==> config.mk <==
export PLATFORM = sky130hd
export DESIGN_NAME = two_wire_debug_command_master
export DESIGN_NICKNAME = d
export VERILOG_FILES = /design/src/sv/twdcm_pkg.sv /design/src/sv/twdcm_seq.sv /design/src/sv/two_wire_debug_command_master.sv
export SDC_FILE = /design/constraint.sdc
export NUM_CORES = 1
export LEC_CHECK = 0
export ABC_AREA = 0
export BUFFER_PORTS_ARGS = -buffer_cell sky130_fd_sc_hd__buf_4
export CAP_MARGIN = 20
export CELL_PAD_IN_SITES_DETAIL_PLACEMENT = 1
export CELL_PAD_IN_SITES_GLOBAL_PLACEMENT = 2
export CORE_UTILIZATION = 35
export DETAILED_ROUTE_END_ITERATION = 12
export PLACE_DENSITY = 0.76
export SLEW_MARGIN = 20
export SYNTH_ARGS = -nofsm -noshare
export SYNTH_HDL_FRONTEND = slang
export SYNTH_SLANG_ARGS = --single-unit
==> constraint.sdc <==
create_clock -name aclk -period 2.5 [get_ports aclk]
set_clock_uncertainty 0.05 [all_clocks]
set_input_delay 0.625 -clock aclk [delete_from_list [all_inputs] [get_ports aclk]]
set_output_delay 0.625 -clock aclk [all_outputs]
set_load 0.005 [all_outputs]
==> src/sv/twdcm_pkg.sv <==
package twdcm_pkg;

    // sequencer phase codes
    localparam logic [2:0] PH_IDLE  = 3'd0;
    localparam logic [2:0] PH_TX    = 3'd1;
    localparam logic [2:0] PH_WAIT  = 3'd2;
    localparam logic [2:0] PH_DUMMY = 3'd3;
    localparam logic [2:0] PH_RX    = 3'd4;

    // beat kind carried in s_axis_tuser
    localparam logic CMD_START = 1'b0;
    localparam logic CMD_TICK  = 1'b1;

    // data bytes the link supports after the opcode, limited by the beat layout
    localparam int unsigned MAX_DATA_BYTES = 3;
    localparam logic [1:0]  DATA_LIMIT     =
        (MAX_DATA_BYTES < 3) ? 2'(MAX_DATA_BYTES) : 2'd3;
    localparam logic [1:0]  REPLY_LIMIT    = 2'd2;

    localparam logic [7:0] READY_TRIES_RESET = 8'd16;
    localparam logic [7:0] FORCE_REPLY_MASK  = 8'h04;
    localparam int unsigned IN_DATA_W  = 40;
    localparam int unsigned OUT_DATA_W = 24;

    // one input beat
    typedef struct packed {
        logic       cmd;
        logic [7:0] command_byte;
        logic [1:0] data_count;
        logic [7:0] data_byte0;
        logic [7:0] data_byte1;
        logic [7:0] data_byte2;
        logic [1:0] reply_count;
        logic       force_reply_bit;
        logic       dd_in;
    } item_t;

    // one result beat
    typedef struct packed {
        logic [15:0] response_word;
        logic        ok;
        logic        done_res;
        logic        busy_res;
        logic        dd_drive;
        logic        dd_out;
        logic        dc_level;
    } result_t;

endpackage

==> src/sv/twdcm_seq.sv <==
module twdcm_seq import twdcm_pkg::*; (
    input  logic       aclk,
    input  logic       aresetn,
    input  logic       step_en,
    input  item_t      item,
    input  logic [7:0] ready_tries,
    output result_t    res
);

    logic [2:0]  phase_reg,    phase_next;
    logic [1:0]  byte_idx_reg, byte_idx_next;
    logic [2:0]  bit_cnt_reg,  bit_cnt_next;
    logic [7:0]  shift_reg,    shift_next;
    logic [2:0]  tx_total_reg, tx_total_next;
    logic [1:0]  rx_total_reg, rx_total_next;
    logic [7:0]  tries_reg,    tries_next;
    logic [15:0] rx_word_reg,  rx_word_next;
    logic        clk_hi_reg,   clk_hi_next;
    logic [7:0]  tx_bytes [4];

    logic [1:0]  n_data;
    logic [1:0]  n_reply;
    logic [7:0]  opcode;
    logic        tx_bit;
    logic [1:0]  byte_inc;
    logic [15:0] rx_word_new;

    // start beat decode
    always_comb begin
        n_data  = (item.data_count > DATA_LIMIT) ? DATA_LIMIT : item.data_count;
        n_reply = (item.reply_count > REPLY_LIMIT) ? REPLY_LIMIT : item.reply_count;
        opcode  = item.command_byte;
        if (n_reply != 2'd0 && item.force_reply_bit) begin
            opcode = item.command_byte | FORCE_REPLY_MASK;
        end
    end

    assign tx_bit      = shift_reg[7];
    assign byte_inc    = byte_idx_reg + 2'd1;
    assign rx_word_new = {rx_word_reg[7:0], shift_reg};

    // one pin phase per beat
    always_comb begin
        phase_next    = phase_reg;
        byte_idx_next = byte_idx_reg;
        bit_cnt_next  = bit_cnt_reg;
        shift_next    = shift_reg;
        tx_total_next = tx_total_reg;
        rx_total_next = rx_total_reg;
        tries_next    = tries_reg;
        rx_word_next  = rx_word_reg;
        clk_hi_next   = clk_hi_reg;
        res           = '0;

        if (item.cmd == CMD_START) begin
            tx_total_next = 3'd1 + {1'b0, n_data};
            rx_total_next = n_reply;
            tries_next    = ready_tries;
            rx_word_next  = '0;
            byte_idx_next = '0;
            bit_cnt_next  = '0;
            clk_hi_next   = 1'b0;
            shift_next    = opcode;
            phase_next    = PH_TX;
            res.dd_drive  = 1'b1;
        end else begin
            case (phase_reg)
                PH_TX: begin
                    res.dd_drive = 1'b1;
                    res.dd_out   = tx_bit;
                    if (!clk_hi_reg) begin
                        clk_hi_next  = 1'b1;
                        res.dc_level = 1'b1;
                    end else begin
                        clk_hi_next = 1'b0;
                        shift_next  = {shift_reg[6:0], 1'b0};
                        if (bit_cnt_reg != 3'd7) begin
                            bit_cnt_next = bit_cnt_reg + 3'd1;
                        end else begin
                            bit_cnt_next = '0;
                            if ({1'b0, byte_idx_reg} + 3'd1 < tx_total_reg) begin
                                byte_idx_next = byte_inc;
                                shift_next    = tx_bytes[byte_inc];
                            end else begin
                                byte_idx_next = '0;
                                if (rx_total_reg == 2'd0) begin
                                    phase_next   = PH_IDLE;
                                    res.done_res = 1'b1;
                                    res.ok       = 1'b1;
                                end else begin
                                    phase_next = PH_WAIT;
                                end
                            end
                        end
                    end
                end
                PH_WAIT: begin
                    if (tries_reg == 8'd0) begin
                        phase_next   = PH_IDLE;
                        res.dd_drive = 1'b1;
                        res.done_res = 1'b1;
                    end else begin
                        phase_next   = item.dd_in ? PH_DUMMY : PH_RX;
                        bit_cnt_next = '0;
                        clk_hi_next  = 1'b0;
                        shift_next   = '0;
                    end
                end
                PH_DUMMY: begin
                    if (!clk_hi_reg) begin
                        clk_hi_next  = 1'b1;
                        res.dc_level = 1'b1;
                    end else begin
                        clk_hi_next = 1'b0;
                        if (bit_cnt_reg != 3'd7) begin
                            bit_cnt_next = bit_cnt_reg + 3'd1;
                        end else begin
                            bit_cnt_next = '0;
                            tries_next   = tries_reg - 8'd1;
                            phase_next   = PH_WAIT;
                        end
                    end
                end
                PH_RX: begin
                    if (!clk_hi_reg) begin
                        clk_hi_next  = 1'b1;
                        shift_next   = {shift_reg[6:0], item.dd_in};
                        res.dc_level = 1'b1;
                    end else begin
                        clk_hi_next = 1'b0;
                        if (bit_cnt_reg != 3'd7) begin
                            bit_cnt_next = bit_cnt_reg + 3'd1;
                        end else begin
                            bit_cnt_next  = '0;
                            rx_word_next  = rx_word_new;
                            shift_next    = '0;
                            byte_idx_next = byte_inc;
                            if ({1'b0, byte_idx_reg} + 3'd1 >= {1'b0, rx_total_reg}) begin
                                byte_idx_next     = '0;
                                phase_next        = PH_IDLE;
                                res.dd_drive      = 1'b1;
                                res.done_res      = 1'b1;
                                res.ok            = 1'b1;
                                res.response_word = rx_word_new;
                            end
                        end
                    end
                end
                default: begin
                    // idle tick or stray code: drive data low, stay idle
                    phase_next   = PH_IDLE;
                    res.dd_drive = 1'b1;
                end
            endcase
        end
        res.busy_res = (phase_next != PH_IDLE);
    end

    // control state
    always_ff @(posedge aclk) begin
        if (!aresetn) begin
            phase_reg    <= PH_IDLE;
            byte_idx_reg <= '0;
            bit_cnt_reg  <= '0;
            shift_reg    <= '0;
            tx_total_reg <= '0;
            rx_total_reg <= '0;
            tries_reg    <= '0;
            rx_word_reg  <= '0;
            clk_hi_reg   <= 1'b0;
        end else if (step_en) begin
            phase_reg    <= phase_next;
            byte_idx_reg <= byte_idx_next;
            bit_cnt_reg  <= bit_cnt_next;
            shift_reg    <= shift_next;
            tx_total_reg <= tx_total_next;
            rx_total_reg <= rx_total_next;
            tries_reg    <= tries_next;
            rx_word_reg  <= rx_word_next;
            clk_hi_reg   <= clk_hi_next;
        end
    end

    // transmit byte store, loaded by every start beat
    always_ff @(posedge aclk) begin
        if (step_en && item.cmd == CMD_START) begin
            tx_bytes[0] <= opcode;
            tx_bytes[1] <= item.data_byte0;
            tx_bytes[2] <= item.data_byte1;
            tx_bytes[3] <= item.data_byte2;
        end
    end

    // a finished transaction leaves the sequencer idle
    assert property (@(posedge aclk) disable iff (!aresetn)
        step_en && res.done_res |=> phase_reg == PH_IDLE)
        else $error("sequencer not idle after done");

    // ok only ever reported together with done
    assert property (@(posedge aclk) disable iff (!aresetn)
        step_en && res.ok |-> res.done_res)
        else $error("ok without done");

    // a released data line never carries a driven level
    assert property (@(posedge aclk) disable iff (!aresetn)
        step_en && !res.dd_drive |-> !res.dd_out)
        else $error("dd_out set while released");

    // reception and dummy clocking keep the data line released until done
    assert property (@(posedge aclk) disable iff (!aresetn)
        step_en && item.cmd == CMD_TICK && !res.done_res &&
        (phase_reg == PH_RX || phase_reg == PH_DUMMY) |-> !res.dd_drive)
        else $error("data line driven during target phase");

endmodule

==> src/sv/two_wire_debug_command_master.sv <==
// Two-wire debug command master (clock DC, bidirectional data DD).
// Input stream: every beat is either a start (tuser low), which loads the
// opcode, up to three data bytes and the number of reply bytes, or a tick
// (tuser high), which advances the pins by one phase and carries the sampled
// DD level. Every input beat gives exactly one output beat holding the DC
// level, DD level and drive enable for that phase plus busy, done, ok and the
// response word. The output beats are fed straight to the pin driver.
// Each beat passes through the input register, then the sequencer step into
// the output register. Throughput: one beat per cycle while the output is not
// stalled; the sequencer state updates in the same cycle as the step.
// Configuration: cfg_data sets the ready poll budget (dummy bytes allowed
// while waiting for the target); always ready. The user must write it only
// while idle; the block does not check this. Reset: the sequencer goes idle,
// the poll budget returns to 16, and both stream registers empty. When
// m_axis_tready is low the output beat holds, one more input beat is taken
// into the input register, then s_axis_tready drops until the output moves.
module two_wire_debug_command_master import twdcm_pkg::*; (
    input  logic                  aclk,
    input  logic                  aresetn,
    input  logic                  s_axis_tvalid,
    output logic                  s_axis_tready,
    // command_byte[7:0] data_count[9:8] data_byte0[17:10] data_byte1[25:18]
    // data_byte2[33:26] reply_count[35:34] force_reply_bit[36] dd_in[37]
    input  logic [IN_DATA_W-1:0]  s_axis_tdata,
    // cmd[0]
    input  logic                  s_axis_tuser,
    output logic                  m_axis_tvalid,
    input  logic                  m_axis_tready,
    // dc_level[0] dd_out[1] dd_drive[2] busy_res[3] done_res[4] ok[5]
    // response_word[21:6]
    output logic [OUT_DATA_W-1:0] m_axis_tdata,
    input  logic                  cfg_valid,
    output logic                  cfg_ready,
    input  logic [7:0]            cfg_data
);

    logic       in_vld_reg;
    item_t      in_item_reg;
    logic       out_vld_reg;
    result_t    out_res_reg;
    logic [7:0] ready_tries_reg;
    logic       out_free;
    logic       step_en;
    item_t      s_item;
    result_t    step_res;

    assign out_free      = !out_vld_reg || m_axis_tready;
    assign step_en       = in_vld_reg && out_free;
    assign s_axis_tready = !in_vld_reg || out_free;
    assign cfg_ready     = 1'b1;

    // unpack the input beat
    always_comb begin
        s_item.cmd             = s_axis_tuser;
        s_item.command_byte    = s_axis_tdata[7:0];
        s_item.data_count      = s_axis_tdata[9:8];
        s_item.data_byte0      = s_axis_tdata[17:10];
        s_item.data_byte1      = s_axis_tdata[25:18];
        s_item.data_byte2      = s_axis_tdata[33:26];
        s_item.reply_count     = s_axis_tdata[35:34];
        s_item.force_reply_bit = s_axis_tdata[36];
        s_item.dd_in           = s_axis_tdata[37];
    end

    // poll budget register
    always_ff @(posedge aclk) begin
        if (!aresetn) begin
            ready_tries_reg <= READY_TRIES_RESET;
        end else if (cfg_valid && cfg_ready) begin
            ready_tries_reg <= cfg_data;
        end
    end

    // input register
    always_ff @(posedge aclk) begin
        if (!aresetn) begin
            in_vld_reg <= 1'b0;
        end else if (s_axis_tready) begin
            in_vld_reg <= s_axis_tvalid;
        end
    end

    always_ff @(posedge aclk) begin
        if (s_axis_tvalid && s_axis_tready) begin
            in_item_reg <= s_item;
        end
    end

    twdcm_seq u_seq (
        .aclk        (aclk),
        .aresetn     (aresetn),
        .step_en     (step_en),
        .item        (in_item_reg),
        .ready_tries (ready_tries_reg),
        .res         (step_res)
    );

    // output register
    always_ff @(posedge aclk) begin
        if (!aresetn) begin
            out_vld_reg <= 1'b0;
        end else if (out_free) begin
            out_vld_reg <= in_vld_reg;
        end
    end

    always_ff @(posedge aclk) begin
        if (step_en) begin
            out_res_reg <= step_res;
        end
    end

    assign m_axis_tvalid = out_vld_reg;
    assign m_axis_tdata  = {2'b00, out_res_reg};

endmodule
==> results.toml, run 1 <==
[route]
vias_per_cell = 4.97
drt-met1-wl_um = 5810
top_layer = "met4"
antenna_left = 0
wl_um = 13000
wl_met3_um = 574
drc = 0
wire_per_inst_um = 16.5
vias = 3908
drt_iter0_markers = 169
firstDrtPassIters = 4
route.met2.wl_um = 6350

[setup_path]
critPathLaunchType = "flip-flop"
crit_cells = 7
r2r-end = "u_seq.shift_reg[2]$_SDFFE_PN0P_"
crit_buf_inv = 1
path_cells = "ha_1, ha_1, inv_1, a2111o_1, a31oi_4, and2_4, o2111a_1"
worst_path_most_repeated_cell = "ha_1"
cp-end-kind = "flip-flop"
crit_fanout = 9
worstSetupPathType = "reg -> reg"
path_delay_family = "compound AO/OA/AOI/OAI gates"
cp.required_ns = 2.82
reg2reg_slack_ns = 0.22
r2r_cells = 7
r2r_start = "u_seq.bit_cnt_reg[0]$_SDFFE_PN0P_"
cp.arrival_ns = 2.60
cpMaxStageDelayCell = "a2111o_1"
slowest_delay_ns = 0.46
startpoint = "u_seq.bit_cnt_reg[0]$_SDFFE_PN0P_"

[place]
hpwl_um = 9130
place.gp.congestion = 0.816
portBuffers = 75

[floorplanning]
die_x_um = 132
core_mm2 = 0.0166
row_count = 47
ioPinCount = 81
die_y_um = 132
initial_core_util = 0.358
die_area_mm2 = 0.0175

[yosys]
synth.avg_cell_area_um2 = 12.6
synth_edf_count = 93
ys_warn_count = 0
synth.ff_latch_count = 141
ys_types = 71
synth-seq-area-share = 0.632
ys.flop_type = "edfxtp_1"
synth_cells = 470
syn_area_mm2 = 0.00594
async_flop_share = 0

[pwr]
p_leak_uw = 0.00261
total_power_uw = 5500
ir_drop_uv = 448
pwr_density_cell_mw_per_mm2 = 745

[flow_run]
drv_cap = 0

[timing]
grt_setup_unrepaired = "no"
final.period_utilization = 0.912
hold_viol = 0
fmax_mhz = 439
finalMaxSlewViolations = 0
fin_crit_ns = 2.28
slew_headroom = 0.400
tightestPinTransition_ns = 0.900
finalSetupViolations = 0
tns_ns = 0

[cts]
cts_buffers = 17
cts_buffer_depth = 2
cts_num_sinks = 141
cts_tree = "done"
clkTransAtPathRegs_ns = 0.06
clock_latency_ns = 0.43
htree_num_levels = 4
post_cts_buffers = 0
clock_tree.root_cell = "clkbuf_16"
cts.repair.resized = 0
ctsHoldBuffers = 0

[finish]
fill_cells = 1778
largest_reg_flops = 39
antenna_cells = 0
drive_gt1_frac = 0.275
layout.nets = 618
syn2layout_area_growth_pct = 24.3

[run_status]
status = "finished clean"

[hold_path]
min_from = "s_axis_tdata[19]"
hold_depth = 1
whs_endpoint = "in_item_reg[13]$_DFFE_PP_"
min_path_type = "in -> reg"

[global_routing]
grt_use_total = 0.159
grt-ovfl-total = 0
grt_max_degree = 43
grt_pass1_wl_um = 21100
grt_pass1_vias = 4105
antenna_found_initial = 0
==> report_power, final <==
part | internal, uW | switching (uW) | total, uW
Sequential | 2590 | 58.2 | 2650
Clock | 1480 | 1020 | 2510
Combinational | 164 | 181 | 345
Total | 4230 | 1260 | 5500
==> final cells by class <==
type	instances	area, um^2	share of cell area
clock buffer	17	425	0.0577
clock inverter	15	160	0.0217
inverter	17	63.8	0.00865
multi-input combinational	283	1970	0.267
sequential	141	3750	0.509
tap	220	275	0.0373
timing repair buffer	94	731	0.0991
==> cells in the final DEF, fill, tap and decap left out, types with 10 or more instances in the layout <==
cell       count
edfxtp_1      93
buf_4         92
dfxtp_1       48
a21oi_1       37
nand2_1       35
o21ai_0       27
nor2_1        24
and2_1        17
clkbuf_16     17
inv_1         15
nand3_1       15
mux2i_1       11
nor3_1        10
==> logic make-up after synthesis <==
group                      share of synthesized area
DFF                                            0.632
and+or+nand+nor                                0.124
AOI/OAI and AO/OA                              0.129
buffers and inverters                         0.0379
muxes                                         0.0508
adders and majority gates                     0.0223
other                                        0.00126
xor gates and xnor gates                     0.00295
==> layer usage <==
metal | GRT usage | vias up
met1 | 0.193 | 1892
li1 | - | 1911
met4 | 0.0754 | 0
met5 | 0 | -
met3 | 0.0384 | 20
met2 | 0.265 | 85
==> through the flow <==
step	worst slack [ns]	hold WS (ns)	std cells	instance area, um^2	utilization
2_1_floorplan	0.0376	0.350	471	5950	-
3_3_place_gp	0.236	0.356	754	6770	0.408
3_5_place_dp	0.134	0.356	754	6770	0.408
4_1_cts	0.194	0.300	786	7360	0.444
5_1_grt	0.0394	0.302	787	7380	0.445
6_report	0.220	0.320	787	7380	0.445
==> synth_stat cells (3+ instances only) <==
cell      instances  share of area
edfxtp_1         93           0.47
nand3_1          15          0.013
mux2i_1          11          0.019
buf_4             6         0.0076
clkbuf_1         12         0.0076
a31oi_1           3         0.0032
a311oi_2          5          0.013
a22oi_1           5         0.0063
mux4_2            8          0.030
nor2_1           24          0.015
o211ai_1          3         0.0038
dfxtp_1          48           0.16
and2_1           18          0.019
inv_1            15         0.0095
a21oi_1          37          0.031
a211oi_1          3         0.0038
o21ai_0          27          0.023
or3_1             3         0.0032
nor2b_1           4         0.0042
nand2_1          35          0.022
or3b_2            3         0.0044
nand2b_1          5         0.0053
nor3_1           10         0.0084
ha_1              9          0.019
buf_2             8         0.0067
==> worst max-delay path by stage <==
stage / endpoint
global route: u_seq.tries_reg[0]$_SDFFE_PN0P_
CTS: u_seq.shift_reg[2]$_SDFFE_PN0P_
global placement: u_seq.shift_reg[6]$_SDFFE_PN0P_
floorplan: u_seq.rx_word_reg[0]$_SDFFE_PN0P_
detailed placement: u_seq.rx_total_reg[1]$_SDFFE_PN0P_
finish: u_seq.shift_reg[2]$_SDFFE_PN0P_
(Power assumes the default switching activity.)
==> run 2: changes to the inputs <==
--- a/config.mk
+++ b/config.mk
@@ -5,14 +5,14 @@
 export SDC_FILE = /design/constraint.sdc
 export NUM_CORES = 1
 export LEC_CHECK = 0
-export ABC_AREA = 0
+export ABC_AREA = 1
 export BUFFER_PORTS_ARGS = -buffer_cell sky130_fd_sc_hd__buf_4
 export CAP_MARGIN = 20
 export CELL_PAD_IN_SITES_DETAIL_PLACEMENT = 1
 export CELL_PAD_IN_SITES_GLOBAL_PLACEMENT = 2
-export CORE_UTILIZATION = 35
+export CORE_UTILIZATION = 33
 export DETAILED_ROUTE_END_ITERATION = 12
-export PLACE_DENSITY = 0.76
+export PLACE_DENSITY = 0.77
 export SLEW_MARGIN = 20
 export SYNTH_ARGS = -nofsm -noshare
 export SYNTH_HDL_FRONTEND = slang
==> results.toml, run 2 <==
[timing]
fmax_mhz = 446
whs_ns = 0.318
final.period_utilization = 0.896
slew_headroom = 0.553
finalWorstSetupSlack_ns = 0.259
hold_viol = 0
finalMaxSlewViolations = 0
tns_ns = 0
finalSetupViolations = 0
tightestPinTransition_ns = 0.669
fin_crit_ns = 2.24
grt_setup_unrepaired = "no"

[yosys]
syn_area_mm2 = 0.00604
synth_common_cells = "102 x nand2_1, 93 x edfxtp_1, 92 x nor2_1"
async_flop_share = 0
synth_top_area_frac = 0.462
synth_edf_count = 93
ys_warn_count = 0
synth.ff_latch_count = 141
yosysTopAreaCell = "edfxtp_1"
synth-seq-area-share = 0.622
synth.avg_cell_area_um2 = 10.0
ys.flop_type = "edfxtp_1"
yosys-top-cells-area = "edfxtp_1 46%, dfxtp_1 16%, nand2_1 6.3%"
yosysMostFrequentCell = "nand2_1"
ys_types = 40
synth_cells = 602

[setup_path]
cp.arrival_ns = 2.47
crit_fanout = 8
r2r-end = "m_axis_tdata[19]$_SDFFCE_PP0P_"
path_cells = "inv_2, fa_1, nor2_1, o21ai_0, nand2_1, nand2_1, nor2_1, nand2_1, nor2_1"
cp.required_ns = 2.73
path_delay_family = "simple AND/OR/NAND/NOR gates"
startpoint = "u_seq.byte_idx_reg[0]$_SDFFE_PN0P_"
cpMaxStageDelayCell = "fa_1"
critPathLaunchType = "flip-flop"
cp-end-kind = "flip-flop"
reg2reg_slack_ns = 0.26
critPathCapture = "m_axis_tdata[19]$_SDFFCE_PP0P_"
crit_buf_inv = 1
slowest_delay_ns = 0.46
worstSetupPathType = "reg -> reg"
crit_cells = 9
r2r_cells = 9
r2r_start = "u_seq.byte_idx_reg[0]$_SDFFE_PN0P_"

[place]
hpwl_um = 9980
portBuffers = 75
dp_slack_ns = 0.291
place.gp.congestion = 0.859
place_inst = 897

[floorplanning]
core_mm2 = 0.0180
die_x_um = 137
die_y_um = 137
row_count = 49
initial_core_util = 0.336
ioPinCount = 81
die_area_mm2 = 0.0188

[flow_run]
drv_cap = 0

[run_status]
status = "finished clean"

[pwr]
intPower_uw = 4210
ir_drop_uv = 490
seqPwrFrac = 0.472
combPwrFrac = 0.094
clkPwrFrac = 0.434
pwr_density_cell_mw_per_mm2 = 760
total_power_uw = 5650
p_leak_uw = 0.00297
p_sw_uw = 1440
switching_share = 0.255

[finish]
fill_cells = 2038
syn2layout_area_growth_pct = 23.2
layout_common_cells = "102 x nand2_1, 93 x edfxtp_1, 91 x nor2_1"
final_cells = 929
drive_gt1_frac = 0.224
largest_reg_flops = 39
layout.nets = 751
final_common_cell = "nand2_1"
antenna_cells = 0

[cts]
htree_num_levels = 4
cts_buffers = 17
clock_latency_ns = 0.43
clock_tree.root_cell = "clkbuf_16"
cts_num_sinks = 141
cts.repair.resized = 0
ctsHoldBuffers = 0
post_cts_buffers = 0
cts_buffer_depth = 2
clkTransAtPathRegs_ns = 0.07
cts_tree = "done"

[global_routing]
grt_max_degree = 38
grt_use_total = 0.162
grt_pass1_vias = 4504
grt-ovfl-total = 0
grt_pass1_wl_um = 22800
antenna_found_initial = 0

[route]
wl_um = 13900
vias = 4386
firstDrtPassIters = 4
vias_per_cell = 4.72
drt_iter0_markers = 213
antenna_left = 0
wire_per_inst_um = 15.0
drc = 0

[hold_path]
min_path_type = "in -> reg"
hold_depth = 1
[run 2: area by class of cell]
class                           count  area (um^2)  share of cell area
Sequential cell                   141         3750               0.504
Multi-Input combinational cell    381         1930               0.260
Timing Repair Buffer               86          671              0.0901
Clock buffer                       17          425              0.0572
Tap cell                          229          287              0.0385
Inverter                           60          225              0.0303
Clock inverter                     15          148              0.0198
[run 2: logic make-up after synthesis]
family	share of synthesized area
AND/OR/NAND/NOR	0.191
buffers and inverters	0.0597
adder cells (fa/ha/maj)	0.0220
flip-flops	0.622
AO/OA/AOI/OAI	0.105
other	0.00124
[run 2: power groups by stage]
stage | Sequential, uW | Clock (uW) | Combinational [uW]
finish | 2670 | 2450 | 532
global route | 2680 | 2600 | 604
CTS | 2670 | 2530 | 541
detailed placement | 2720 | 0 | 537
global placement | 2710 | 0 | 520
floorplan | 2700 | 0 | 345
[run 2: how the worst min path moves through the flow]
stage	startpoint	end	slack, ns
2_1_floorplan	in_item_reg[20]$_DFFE_PP_	u_seq.tx_bytes[1][0]$_DFFE_PP_	0.35
3_3_place_gp	in_item_reg[5]$_DFFE_PP_	u_seq.tx_bytes[3][1]$_DFFE_PP_	0.35
3_5_place_dp	in_item_reg[11]$_DFFE_PP_	u_seq.tx_bytes[3][7]$_DFFE_PP_	0.36
4_1_cts	s_axis_tdata[32]	in_item_reg[10]$_DFFE_PP_	0.30
5_1_grt	s_axis_tdata[5]	in_item_reg[35]$_DFFE_PP_	0.29
6_report	s_axis_tdata[2]	in_item_reg[32]$_DFFE_PP_	0.32
[run 2: metrics by stage]
stage,util,area [um^2]
global placement,0.382,6870
detailed placement,0.382,6870
CTS,0.414,7440
global route,0.414,7440
floorplan,-,6050
finish,0.414,7440
[run 2: layer usage]
metal,global-route usage,share of wire,vias up
li1,-,-,2200
met1,0.210,0.48,2084
met2,0.255,0.47,88
met3,0.0445,0.038,14
met4,0.0647,0.013,0
met5,0,0,-
==> run 3: changes to the inputs <==
--- a/config.mk
+++ b/config.mk
@@ -5,14 +5,13 @@
 export SDC_FILE = /design/constraint.sdc
 export NUM_CORES = 1
 export LEC_CHECK = 0
-export ABC_AREA = 1
 export BUFFER_PORTS_ARGS = -buffer_cell sky130_fd_sc_hd__buf_4
 export CAP_MARGIN = 20
 export CELL_PAD_IN_SITES_DETAIL_PLACEMENT = 1
 export CELL_PAD_IN_SITES_GLOBAL_PLACEMENT = 2
-export CORE_UTILIZATION = 33
+export CORE_UTILIZATION = 39
 export DETAILED_ROUTE_END_ITERATION = 12
-export PLACE_DENSITY = 0.77
+export PLACE_DENSITY = 0.8
 export SLEW_MARGIN = 20
 export SYNTH_ARGS = -nofsm -noshare
 export SYNTH_HDL_FRONTEND = slang
==> constraint.sdc (replaced) <==
create_clock -name aclk -period 2.4 [get_ports aclk]
set_clock_uncertainty 0.05 [all_clocks]
set_input_delay 0.6 -clock aclk [delete_from_list [all_inputs] [get_ports aclk]]
set_output_delay 0.6 -clock aclk [all_outputs]
set_load 0.005 [all_outputs]
==> results.toml, run 3 (synthesized netlist as in run 1, its figures left out) <==
[run_status]
status = "finished clean"

[floorplanning]
die_x_um = 125
core_mm2 = 0.0147
row_count = 44
ioPinCount = 81
die_area_mm2 = 0.0157
die_y_um = 125
initial_core_util = 0.404

[timing]
finalWorstSetupSlack_ns = 0.145
fmax_mhz = 443
final.period_utilization = 0.940
finalMaxSlewViolations = 0
finalSetupViolations = 0
tns_ns = 0
slew_headroom = 0.535
fin_crit_ns = 2.25
tightestPinTransition_ns = 0.697
hold_viol = 0
grt_setup_unrepaired = "no"

[finish]
drive_gt1_frac = 0.282
antenna_cells = 0
layout_common_cells = "93 x edfxtp_1, 92 x buf_4, 48 x dfxtp_1"
seq_area_mm2 = 0.00375
largest_reg_flops = 39
final_common_cell = "edfxtp_1"
syn2layout_area_growth_pct = 23.5
layout.nets = 619
fill_cells = 1496
multiInputGateArea_mm2 = 0.00198

[cts]
cts_buffer_depth = 2
cts_tree = "done"
clock_tree.root_cell = "clkbuf_16"
clkTransAtPathRegs_ns = 0.06
cts_buffers = 17
cts_num_sinks = 141
htree_num_levels = 4
clock_latency_ns = 0.42

[setup_path]
crit_fanout = 10
startpoint = "u_seq.byte_idx_reg[1]$_SDFFE_PN0P_"
cpMaxStageDelayCell = "dfxtp_1"
path_cells = "ha_1, ha_1, a21oi_1, o21ai_1, buf_4, a31o_2, a211oi_1, o21ai_1"
worstSetupPathType = "reg -> reg"
critPathLaunchType = "flip-flop"
cp.required_ns = 2.48
r2r_start = "u_seq.byte_idx_reg[1]$_SDFFE_PN0P_"
crit_buf_inv = 1
cp.arrival_ns = 2.34
cp-end-kind = "flip-flop"
slowest_delay_ns = 0.34
path_delay_family = "compound AO/OA/AOI/OAI gates"

[route]
antenna_left = 0
drt_iter0_markers = 201
firstDrtPassIters = 6
wire_per_inst_um = 17.3
vias = 3954
drc = 0
vias_per_cell = 5.26
wl_um = 13000

[hold_path]
min_path_type = "in -> reg"
min_from = "s_axis_tdata[19]"

[place]
portBuffers = 75
place.gp.congestion = 0.835
dp_slack_ns = 0.0394
hpwl_um = 9200

[global_routing]
grt-ovfl-total = 0
grt_use_total = 0.179
grt_pass1_wl_um = 21600
grt_max_degree = 44
antenna_found_initial = 0
grt_pass1_vias = 4197

[pwr]
intPower_uw = 4310
switching_share = 0.231
p_leak_uw = 0.00260
seqPwrFrac = 0.492
combPwrFrac = 0.066
pwr_density_cell_mw_per_mm2 = 763
ir_drop_uv = 672
clkPwrFrac = 0.443
p_sw_uw = 1290

[flow_run]
drv_cap = 0
run 3: path summary, 6_finish.rpt:
kind                                         end  slack (ns)  cells after the start
setup reg to reg       m_axis_tdata[3]$_DFFE_PP_        0.15                      8
hold / removal         in_item_reg[13]$_DFFE_PP_        0.30                      1
setup / recovery       m_axis_tdata[3]$_DFFE_PP_        0.15                      8
hold reg to reg   u_seq.tx_bytes[1][5]$_DFFE_PP_        0.37                      0
run 3: final cells by class:
cell class | count | share of cell area
sequential | 141 | 0.512
clock buffer | 17 | 0.0580
timing repair buffer | 95 | 0.101
tap | 184 | 0.0314
inverter | 17 | 0.00887
multi-input combinational | 283 | 0.270
clock inverter | 15 | 0.0186
run 3: what timing repair did:
item	CTS	global route
setup buffers	0	1
gates resized for setup	0	7
setup endpoints to repair	0	25
hold buffers	0	0
run 3: worst register-to-register path, delay by kind of cell, from the launching register on:
| family | cells | cell delay, ns |
|---|---|---|
| buf+inv | 1 | 0.20 |
| compound gates | 5 | 0.85 |
| flops | 1 | 0.34 |
| fa+ha+maj | 2 | 0.54 |
run 3: power groups by stage:
| stage | Combinational, uW | Sequential (uW) | Clock (uW) |
|---|---|---|---|
| 6_report | 368 | 2750 | 2480 |
| 5_1_grt | 406 | 2760 | 2620 |
| 4_1_cts | 372 | 2750 | 2540 |
| 3_5_place_dp | 371 | 2800 | 0 |
| 3_3_place_gp | 355 | 2800 | 0 |
| 2_1_floorplan | 212 | 2780 | 0 |
run 3: through the flow:
step                instances   util  area [um^2]  total power (uW)  hold slack [ns]
floorplan                 471      -         5950              2990            0.350
global placement          719  0.459         6750              3150            0.353
detailed placement        719  0.459         6750              3180            0.356
CTS                       751  0.497         7310              5660            0.285
global route              752  0.499         7330              5790            0.283
finish                    752  0.499         7330              5600            0.305
run 3: per-layer routing:
| metal | wire length (um) | global-route usage | vias up |
|---|---|---|---|
| li1 | - | - | 1921 |
| met1 | 5910 | 0.228 | 1949 |
| met2 | 6520 | 0.296 | 70 |
| met3 | 388 | 0.0407 | 14 |
| met4 | 170 | 0.0725 | 0 |
| met5 | 0 | 0 | - |
